`src/rtl/sse_pkg.sv`:
```
// shared types and codes for the sorted set engine
`timescale 1ns / 1ps

package sse_pkg;

    localparam int SSE_CAPACITY = 16;

    localparam int CMD_W    = 2;
    localparam int VALUE_W  = 32;
    localparam int STATUS_W = 2;
    localparam int COUNT_W  = 5;

    localparam logic [CMD_W-1:0] CMD_INSERT = 2'd0;
    localparam logic [CMD_W-1:0] CMD_REMOVE = 2'd1;
    localparam logic [CMD_W-1:0] CMD_QUERY  = 2'd2;

    localparam logic [STATUS_W-1:0] ST_CHANGED  = 2'd0;
    localparam logic [STATUS_W-1:0] ST_NOCHANGE = 2'd1;
    localparam logic [STATUS_W-1:0] ST_FULL     = 2'd2;

    // control broadcast to every cell of the row
    typedef struct packed {
        logic cmp;
        logic ins;
        logic rem;
    } t_cell_ctl;

endpackage

```
`src/rtl/sse_cell.sv`:
```
// one slot of the sorted row: holds an entry, compares it, shifts with neighbors
`timescale 1ns / 1ps

module sse_cell
    import sse_pkg::*;
(
    input  logic                      i_clk,
    input  logic                      i_rst_n,
    input  t_cell_ctl                 i_ctl,
    input  logic                      i_valid,
    input  logic signed [VALUE_W-1:0] i_value,
    input  logic                      i_left_lt,
    input  logic signed [VALUE_W-1:0] i_left_entry,
    input  logic signed [VALUE_W-1:0] i_right_entry,
    output logic signed [VALUE_W-1:0] o_entry,
    output logic                      o_lt,
    output logic                      o_eq
);

    logic signed [VALUE_W-1:0] r_entry;
    logic                      r_lt;
    logic                      r_eq;

    always_ff @(posedge i_clk) begin
        if (!i_rst_n) begin
            r_lt <= 1'b0;
            r_eq <= 1'b0;
        end else if (i_ctl.cmp) begin
            r_lt <= i_valid && (r_entry < i_value);
            r_eq <= i_valid && (r_entry == i_value);
        end
    end

    // slots at or above the sorted position move: up on insert, down on remove
    always_ff @(posedge i_clk) begin
        if (i_ctl.ins && !r_lt) begin
            r_entry <= i_left_lt ? i_value : i_left_entry;
        end else if (i_ctl.rem && !r_lt) begin
            r_entry <= i_right_entry;
        end
    end

    assign o_entry = r_entry;
    assign o_lt    = r_lt;
    assign o_eq    = r_eq;

endmodule

```
`src/rtl/sorted_set_engine_core.sv`:
```
// sorted set engine: row of compare-and-shift cells holding ascending entries
//
//  channel   | handshake               | payload
//  ----------+-------------------------+--------------------------------------
//  command   | start, busy             | i_cmd, i_value
//  result    | o_valid (one-cycle)     | o_was_present, o_status, o_count
//
// a transaction loads the compare flags of all cells when it is accepted, then
// shifts the row and registers the result in the update state.
// busy is high for that one update cycle, so a new command can be accepted in
// the cycle the result strobe is shown; no command is taken during the update.
// synchronous active-low reset empties the set; the entries need no clearing.
// the receiver cannot stall, so results are never held back.
`timescale 1ns / 1ps

module sorted_set_engine_core
    import sse_pkg::*;
#(
    parameter int CAPACITY = SSE_CAPACITY
) (
    input  logic                       i_clk,
    input  logic                       i_rst_n,
    input  logic                       start,
    output logic                       busy,
    input  logic [CMD_W-1:0]           i_cmd,
    input  logic signed [VALUE_W-1:0]  i_value,
    output logic                       o_valid,
    output logic                       o_was_present,
    output logic [STATUS_W-1:0]        o_status,
    output logic [COUNT_W-1:0]         o_count
);

    localparam int CW = $clog2(CAPACITY + 1);

    localparam logic ST_IDLE = 1'b0;
    localparam logic ST_UPD  = 1'b1;

    logic                      r_state;
    logic [CMD_W-1:0]          r_cmd;
    logic signed [VALUE_W-1:0] r_value;
    logic [CW-1:0]             r_count;
    logic [CW-1:0]             n_count;

    logic                      r_valid;
    logic                      r_was_present;
    logic [STATUS_W-1:0]       r_status;

    logic                      accept;
    t_cell_ctl                 ctl;
    logic signed [VALUE_W-1:0] cell_value;
    logic                      present;
    logic                      do_ins;
    logic                      do_rem;
    logic                      full;
    logic [STATUS_W-1:0]       n_status;
    logic [CW+COUNT_W-1:0]     count_wide;

    logic signed [VALUE_W-1:0] w_entry [CAPACITY];
    logic [CAPACITY-1:0]       w_lt;
    logic [CAPACITY-1:0]       w_eq;

    assign busy   = (r_state == ST_UPD);
    assign accept = start && !busy;

    assign present = |w_eq;
    assign full    = (r_count >= CW'(CAPACITY));
    assign do_ins  = busy && (r_cmd == CMD_INSERT) && !present && !full;
    assign do_rem  = busy && (r_cmd == CMD_REMOVE) && present;

    assign ctl.cmp = accept;
    assign ctl.ins = do_ins;
    assign ctl.rem = do_rem;

    // compare against the incoming command, insert the latched one
    assign cell_value = busy ? r_value : i_value;

    always_comb begin
        n_status = ST_NOCHANGE;
        n_count  = r_count;
        unique case (r_cmd)
            CMD_INSERT: begin
                if (!present) begin
                    if (full) begin
                        n_status = ST_FULL;
                    end else begin
                        n_status = ST_CHANGED;
                        n_count  = r_count + CW'(1);
                    end
                end
            end
            CMD_REMOVE: begin
                if (present) begin
                    n_status = ST_CHANGED;
                    n_count  = r_count - CW'(1);
                end
            end
            default: begin
                n_status = ST_NOCHANGE;
            end
        endcase
    end

    genvar gi;
    generate
        for (gi = 0; gi < CAPACITY; gi++) begin : g_cell
            logic                      left_lt;
            logic signed [VALUE_W-1:0] left_entry;
            logic signed [VALUE_W-1:0] right_entry;
            logic                      slot_valid;

            if (gi == 0) begin : g_first
                assign left_lt    = 1'b1;
                assign left_entry = r_value;
            end else begin : g_mid
                assign left_lt    = w_lt[gi-1];
                assign left_entry = w_entry[gi-1];
            end

            if (gi == CAPACITY - 1) begin : g_last
                assign right_entry = w_entry[gi];
            end else begin : g_inner
                assign right_entry = w_entry[gi+1];
            end

            assign slot_valid = (r_count > CW'(gi));

            sse_cell u_cell (
                .i_clk         (i_clk),
                .i_rst_n       (i_rst_n),
                .i_ctl         (ctl),
                .i_valid       (slot_valid),
                .i_value       (cell_value),
                .i_left_lt     (left_lt),
                .i_left_entry  (left_entry),
                .i_right_entry (right_entry),
                .o_entry       (w_entry[gi]),
                .o_lt          (w_lt[gi]),
                .o_eq          (w_eq[gi])
            );
        end
    endgenerate

    always_ff @(posedge i_clk) begin
        if (!i_rst_n) begin
            r_state <= ST_IDLE;
            r_count <= '0;
            r_valid <= 1'b0;
        end else begin
            r_valid <= busy;
            if (accept) begin
                r_state <= ST_UPD;
            end else if (busy) begin
                r_state <= ST_IDLE;
                r_count <= n_count;
            end
        end
    end

    always_ff @(posedge i_clk) begin
        if (accept) begin
            r_cmd   <= i_cmd;
            r_value <= i_value;
        end
        if (busy) begin
            r_was_present <= present;
            r_status      <= n_status;
        end
    end

    assign count_wide    = (CW + COUNT_W)'(r_count);
    assign o_valid       = r_valid;
    assign o_was_present = r_was_present;
    assign o_status      = r_status;
    assign o_count       = count_wide[COUNT_W-1:0];

`ifndef SYNTHESIS
    a_count_bound: assert property (@(posedge i_clk) disable iff (!i_rst_n)
        r_count <= CW'(CAPACITY))
        else $error("entry count above capacity");

    a_result_after_update: assert property (@(posedge i_clk) disable iff (!i_rst_n)
        busy |=> o_valid && !busy)
        else $error("update cycle did not produce a result");

    a_full_refusal: assert property (@(posedge i_clk) disable iff (!i_rst_n)
        o_valid && (o_status == ST_FULL) |-> !o_was_present && (r_count == CW'(CAPACITY)))
        else $error("full refusal with room left or value present");

    a_single_match: assert property (@(posedge i_clk) disable iff (!i_rst_n)
        busy |-> $onehot0(w_eq))
        else $error("value matched more than one entry");
`endif

endmodule
```
`config.mk`:
```
export PLATFORM = sky130hd
export DESIGN_NAME = sorted_set_engine_core
export DESIGN_NICKNAME = d
export VERILOG_FILES = /design/src/rtl/sse_pkg.sv /design/src/rtl/sse_cell.sv /design/src/rtl/sorted_set_engine_core.sv
export SDC_FILE = /design/constraint.sdc
export NUM_CORES = 2
export LEC_CHECK = 0
export ABC_CLOCK_PERIOD_IN_PS = 5200
export BUFFER_PORTS_ARGS = -buffer_cell sky130_fd_sc_hd__clkbuf_2
export CAP_MARGIN = 20
export CORE_UTILIZATION = 55
export CTS_BUF_LIST = sky130_fd_sc_hd__clkbuf_16
export CTS_CLUSTER_DIAMETER = 50
export DETAILED_ROUTE_END_ITERATION = 8
export GPL_ROUTABILITY_DRIVEN = 0
export PLACE_DENSITY = 0.71
export SLEW_MARGIN = 20
export SYNTH_ARGS = -nofsm -noshare
export SYNTH_HDL_FRONTEND = slang
export SYNTH_SLANG_ARGS = --single-unit
```
`constraint.sdc`:
```
create_clock -name i_clk -period 5.2 [get_ports i_clk]
set_clock_uncertainty 0.2 [all_clocks]
set_input_delay 0.52 -clock i_clk [delete_from_list [all_inputs] [get_ports i_clk]]
set_output_delay 0.52 -clock i_clk [all_outputs]
set_load 0.01 [all_outputs]
```
=== Word-level counts from Yosys, hierarchy flattened ===
Index checks and enable logic that the tools add are counted.

* Bits in registers: 588
* Bits in latches: 0
* RAM bits: 0
* Bits in read-only memories: 0
* Input port bits: 37
* Word-level logic and storage cells: 273
* Memories kept: 0

* Add/subtract/negate cells: 2
* $mul: 0
* Div/mod/pow operators: 0
* Magnitude comparators: 33
* Equal/unequal tests: 20
* Shift operators: 0
* Mux-type cells: 55
* Bitwise operators: 1
* Reductions and logical operators: 107

{| class="wikitable"
|+ Operator list
! cell !! number
|-
| $mux W32 || 46
|-
| $eq A32 B32 Y1 || 16
|-
| $lt A32 B32 Y1 || 16
|-
| $logic_and A1 B1 Y1 || 69
|-
| $gt A5 B4 Y1 const B || 8
|-
| $reduce_bool A2 Y1 || 16
|-
| $gt A5 B3 Y1 const B || 4
|-
| $logic_not A1 Y1 || 19
|-
| $reduce_or A16 Y1 || 1
|-
| $mux W5 || 3
|-
| $gt A5 B1 Y1 const B || 2
|-
| $gt A5 B2 Y1 const B || 2
|-
| $pmux W5 S2 || 1
|-
| $ne A2 B2 Y1 const B || 3
|-
| $reduce_and A6 Y1 || 1
|-
| $add A5 B1 Y5 const B || 1
|-
| $ge A5 B5 Y1 const B || 1
|-
| $sub A5 B1 Y5 const B || 1
|-
| $mux W2 || 2
|-
| $pmux W2 S2 || 1
|-
| $eq A2 B1 Y1 const B || 1
|-
| $logic_not A2 Y1 || 1
|-
| $mux W1 || 2
|-
| $not A1 Y1 || 1
|}

=== Longest topological paths before layout ===
* Depth after elaboration: 6
* Mapped depth: 12

=== Cells and area by module ===
A second synthesis with hierarchy kept.

* Cells, all modules: 4453
* Area, all modules: 42325.6 um^2

{| class="wikitable"
|+ Modules (own cells, without submodules)
! module !! times used !! cells each !! area an instance (um^2)
|-
| sse_cell (g_cell[0].u_cell ...) || 15 || 268 || 2509.9
|-
| sse_cell (g_cell[14].u_cell) || 1 || 265 || 2512.4
|-
| sorted_set_engine_core || 1 || 168 || 2164.6
|}

=== Worst setup path after synthesis ===
No wires, ideal clock.

* Kind: register -> register
* Start point: register r_state, in the netlist busy
* End point: register g_cell[10].u_cell.r_lt
* Library setup time: 0.069 ns
* Arrival time: 3.987 ns
* Data required time: 4.931 ns
* Path slack: 0.944 ns
* Cell stages (with the launch flop): 12
* Buffers on the path: 3
* Period minus slack after synthesis: 4.256 ns
* Cell sequence: dfxtp_1 -> buf_2 -> buf_2 -> mux2i_1 -> clkbuf_1 -> ha_1 -> a21o_1 -> a221o_1 -> a22o_1 -> or4_1 -> or4_1 -> o21ai_1

* Cells in the longest elaborated chain, start to end: 3
* Elaborated cells on any way between the ends: 5

{| class="wikitable"
|+ RTL lines
! what !! RTL line !! text
|-
| start, declared || sorted_set_engine_core.sv:38 || <nowiki>logic r_state;</nowiki>
|-
| start signal, assigned || sorted_set_engine_core.sv:145 || <nowiki>r_state <= ST_IDLE;</nowiki>
|-
| start signal, assigned || sorted_set_engine_core.sv:151 || <nowiki>r_state <= ST_UPD;</nowiki>
|-
| start signal, assigned || sorted_set_engine_core.sv:153 || <nowiki>r_state <= ST_IDLE;</nowiki>
|-
| $mux W32 || sorted_set_engine_core.sv:75 || <nowiki>assign cell_value = busy ? r_value : i_value;</nowiki>
|-
| $lt A32 B32 Y1 || sse_cell.sv:29 || <nowiki>r_lt <= i_valid && (r_entry < i_value);</nowiki>
|-
| $logic_and A1 B1 Y1 || sse_cell.sv:29 ||
|-
| end signal, assigned || sse_cell.sv:29 ||
|-
| end, declared || sse_cell.sv:21 || <nowiki>logic r_lt;</nowiki>
|}

Several ways; a longest one is shown, not always the timed one.
A chain may end at the register's enable or synchronous reset.

=== Worst setup path after layout ===
Ends and elaborated chain as after synthesis.

==> run metrics <==
CTS root buf=clkbuf_16; Worst Max-Slew Pin Slew=1.08 ns; CP top delay family=simple AND/OR/NAND/NOR gates; Post-Synthesis Cells=4332; final WL=107000 µm; Tmin final=3.98 ns; # Max-Cap Violations=0; post-synthesis cell type count=63; final period utilization=76.5%; Setup-failing EPs final=0; clock insertion delay at the later pin of the skew report=0.62 ns; Synth-to-Final Area Change=11.6%; final net count=4890; largest net degree at the start of global routing=68; slowest cell delay on critical path=0.71 ns; syn_nets=4885; Clock transition at path regs=0.06 ns; Hold Fails Final Rpt=0; DP Wirelength=78900 µm; PortBufs=46; ys flop type=edfxtp_1; most frequent CP cell=or4_1; Post-synth top cells=nand2_1, o21ai_0, edfxtp_1; Final Power=12.3 mW; WL per Instance=20.0 µm; vias in the first global route=30766; Remaining Overflow, GRT=0; crit end category=register; PD cells=281 mW/mm²; DR DRC count=0; global-route wire length before repair=171000 µm; reg2reg setup slack=1.22 ns; clock sink total=588; synthesized area per cell=9.07 µm²; drt pass-1 iters=5; cell taking the most area after synthesis=edfxtp_1; Levels on crit path=9; Synth warnings=0; cell count of the worst hold path=2; routed via count=32200; initial antenna violation count=0; H-tree Lvls=3; row count=97; reg2reg end=g_cell[10].u_cell.o_lt; CP Cell Sequence=buf_12 > mux2i_4 > ha_1 > and2_0 > a221o_1 > a22o_1 > or4_1 > or4_1 > o21ai_1; type of origin of the critical path=register; WP buf/inv=1; Synth async-reset ratio=0%; sum of negative setup slack=0 ns; CTS tree=built; CTS buffer count=82; Highest Clock Rate=251 MHz; Core Region=0.0704 mm²; Crit-path slowest cell=mux2i_4; Setup CP Type=register to register; # IOs=47; Reg2Reg Depth=9; die area=0.0725 mm²; maximum net fanout on the critical path=18; hold crit path type=register to register; max-slew violations=0; Setup Buffers After CTS=0; RSZ-0062 raised after global routing=no; hold path start=g_cell[11].u_cell.o_eq; status=complete, no violations; Seq/Total Area, Yosys=43.9%; gr usage total=29.3%; static leakage=17.0 nW; area of the multi-input gates=0.0212 mm²; Die W=269 µm; Clock Path Buffers=3; Die Ht=269 µm; top post-synthesis cells by area=edfxtp_1, ha_1, o21ai_0; Post-synth EDFFs=549; Yosys reg bits=588; Worst R2R Start=busy; vias per cell=6.03; starting density of the core=55.8%; WHS Endpoint=g_cell[11].u_cell.o_eq; WP data required=5.55 ns; share of cells above drive strength 1=8.00%; Slew HR=28.0%; Mapped Area=0.0393 mm²; FF+latch area=0.0173 mm²; DR iter-0 viols=2819; count leader, synth=nand2_1; ANT nets after route=0; WHS=0.266 ns; peak supply drop=0.000267 V; crit path DAT=4.33 ns; Layout fillers=5911; Synth top area share=41.9%
## stage by stage
step | worst slack, ns | instance area (µm²) | instances | util (%)
4_1_cts | 1.22 | 43900 | 5340 | 62.3
3_5_place_dp | 1.26 | 40900 | 5159 | 58.1
5_1_grt | 1.03 | 43900 | 5340 | 62.3
6_report | 1.22 | 43900 | 5341 | 62.3
3_3_place_gp | 1.24 | 40900 | 5159 | 58.1
2_1_floorplan | 0.944 | 39300 | 4332 | -
## worst register-to-register path: stages, from the launching register on
cell and delay [ns]:
dfxtp_4 0.66, buf_12 0.32, mux2i_4 0.72, ha_1 0.38, and2_0 0.15, a221o_1 0.30, a22o_1 0.23, or4_1 0.42
or4_1 0.41, o21ai_1 0.11
## cell type report
| cell class | count | area share (%) |
|---|---|---|
| multi-input cells | 3442 | 48.3 |
| flip-flops and latches | 588 | 39.4 |
| clock buffers | 82 | 4.68 |
| repair buffers | 184 | 3.22 |
| well taps | 940 | 2.68 |
| clock inverters | 65 | 1.31 |
| inverters | 39 | 0.334 |
| diodes | 1 | 0.00571 |
## sequential cells by signal, summed over array words and instances (netlist names), 2 cells and up
register / count
g_cell.u_cell.o_entry: 512
g_cell.left_entry: 32
g_cell.u_cell.o_eq: 16
g_cell.u_cell.o_lt: 16
o_count: 5
o_status: 2
r_cmd: 2
## how the worst max path moves through the flow
| stage | start | endpoint | slack (ns) |
|---|---|---|---|
| 2_1_floorplan | busy | g_cell[10].u_cell.o_lt | 0.94 |
| 3_3_place_gp | busy | g_cell[8].u_cell.o_lt | 1.24 |
| 3_5_place_dp | busy | g_cell[8].u_cell.o_lt | 1.26 |
| 4_1_cts | busy | g_cell[8].u_cell.o_lt | 1.22 |
| 5_1_grt | busy | g_cell[10].u_cell.o_lt | 1.03 |
| 6_report | busy | g_cell[10].u_cell.o_lt | 1.22 |
## layout by cell type (no fill, tap or decap), drive strengths merged, types with 6 or more instances in the layout
cell         instances
a21boi               9
dfxtp               39
edfxtp             549
a211oi              12
a22o                 6
or3                 16
o211ai              17
a22oi               15
nor2b               16
nor2               137
bufinv               9
nand2             1036
nor3                18
a211o                6
a21oi              270
o21ai              954
a221o               23
mux2i               33
and2                22
clkinv              32
nor4                35
dlygate4sd3         34
or4                  9
nand3               65
inv                 58
nor3b                6
nand4              102
a21o                38
nand2b               6
ha                 516
clkbuf             128
a221oi              11
a32oi                6
buf                104
and4                 8
## where the power goes
group | internal [mW] | switching, mW | total [mW]
Sequential | 5.25 | 0.0856 | 5.34
Combinational | 0.531 | 0.919 | 1.45
Clock | 3.32 | 2.22 | 5.54
Total | 9.10 | 3.23 | 12.3
## logic make-up after synthesis
logic type | synth area share [%]
adder cells (fa/ha/maj) | 16.4
AND/OR/NAND/NOR | 16.3
XOR/XNOR | 0.0891
multiplexers | 0.879
AO/OA/AOI/OAI | 19.1
buffers and inverters | 3.29
flip-flops | 43.9
## timing repair
action,4_1_cts,5_1_grt
resized for setup,0,0
endpoints found under the hold margin,34,0
hold buffers,34,0
## per-layer routing
layer	routed length, µm	share of wire [%]	vias up	track usage (%)
met5	0	0	-	0
met4	4220	4.0	0	12.3
met3	7390	6.9	225	4.57
met2	49100	46	1072	46.9
met1	46100	43	14899	39.5
li1	-	-	16004	-
(Power assumes the default switching activity.)
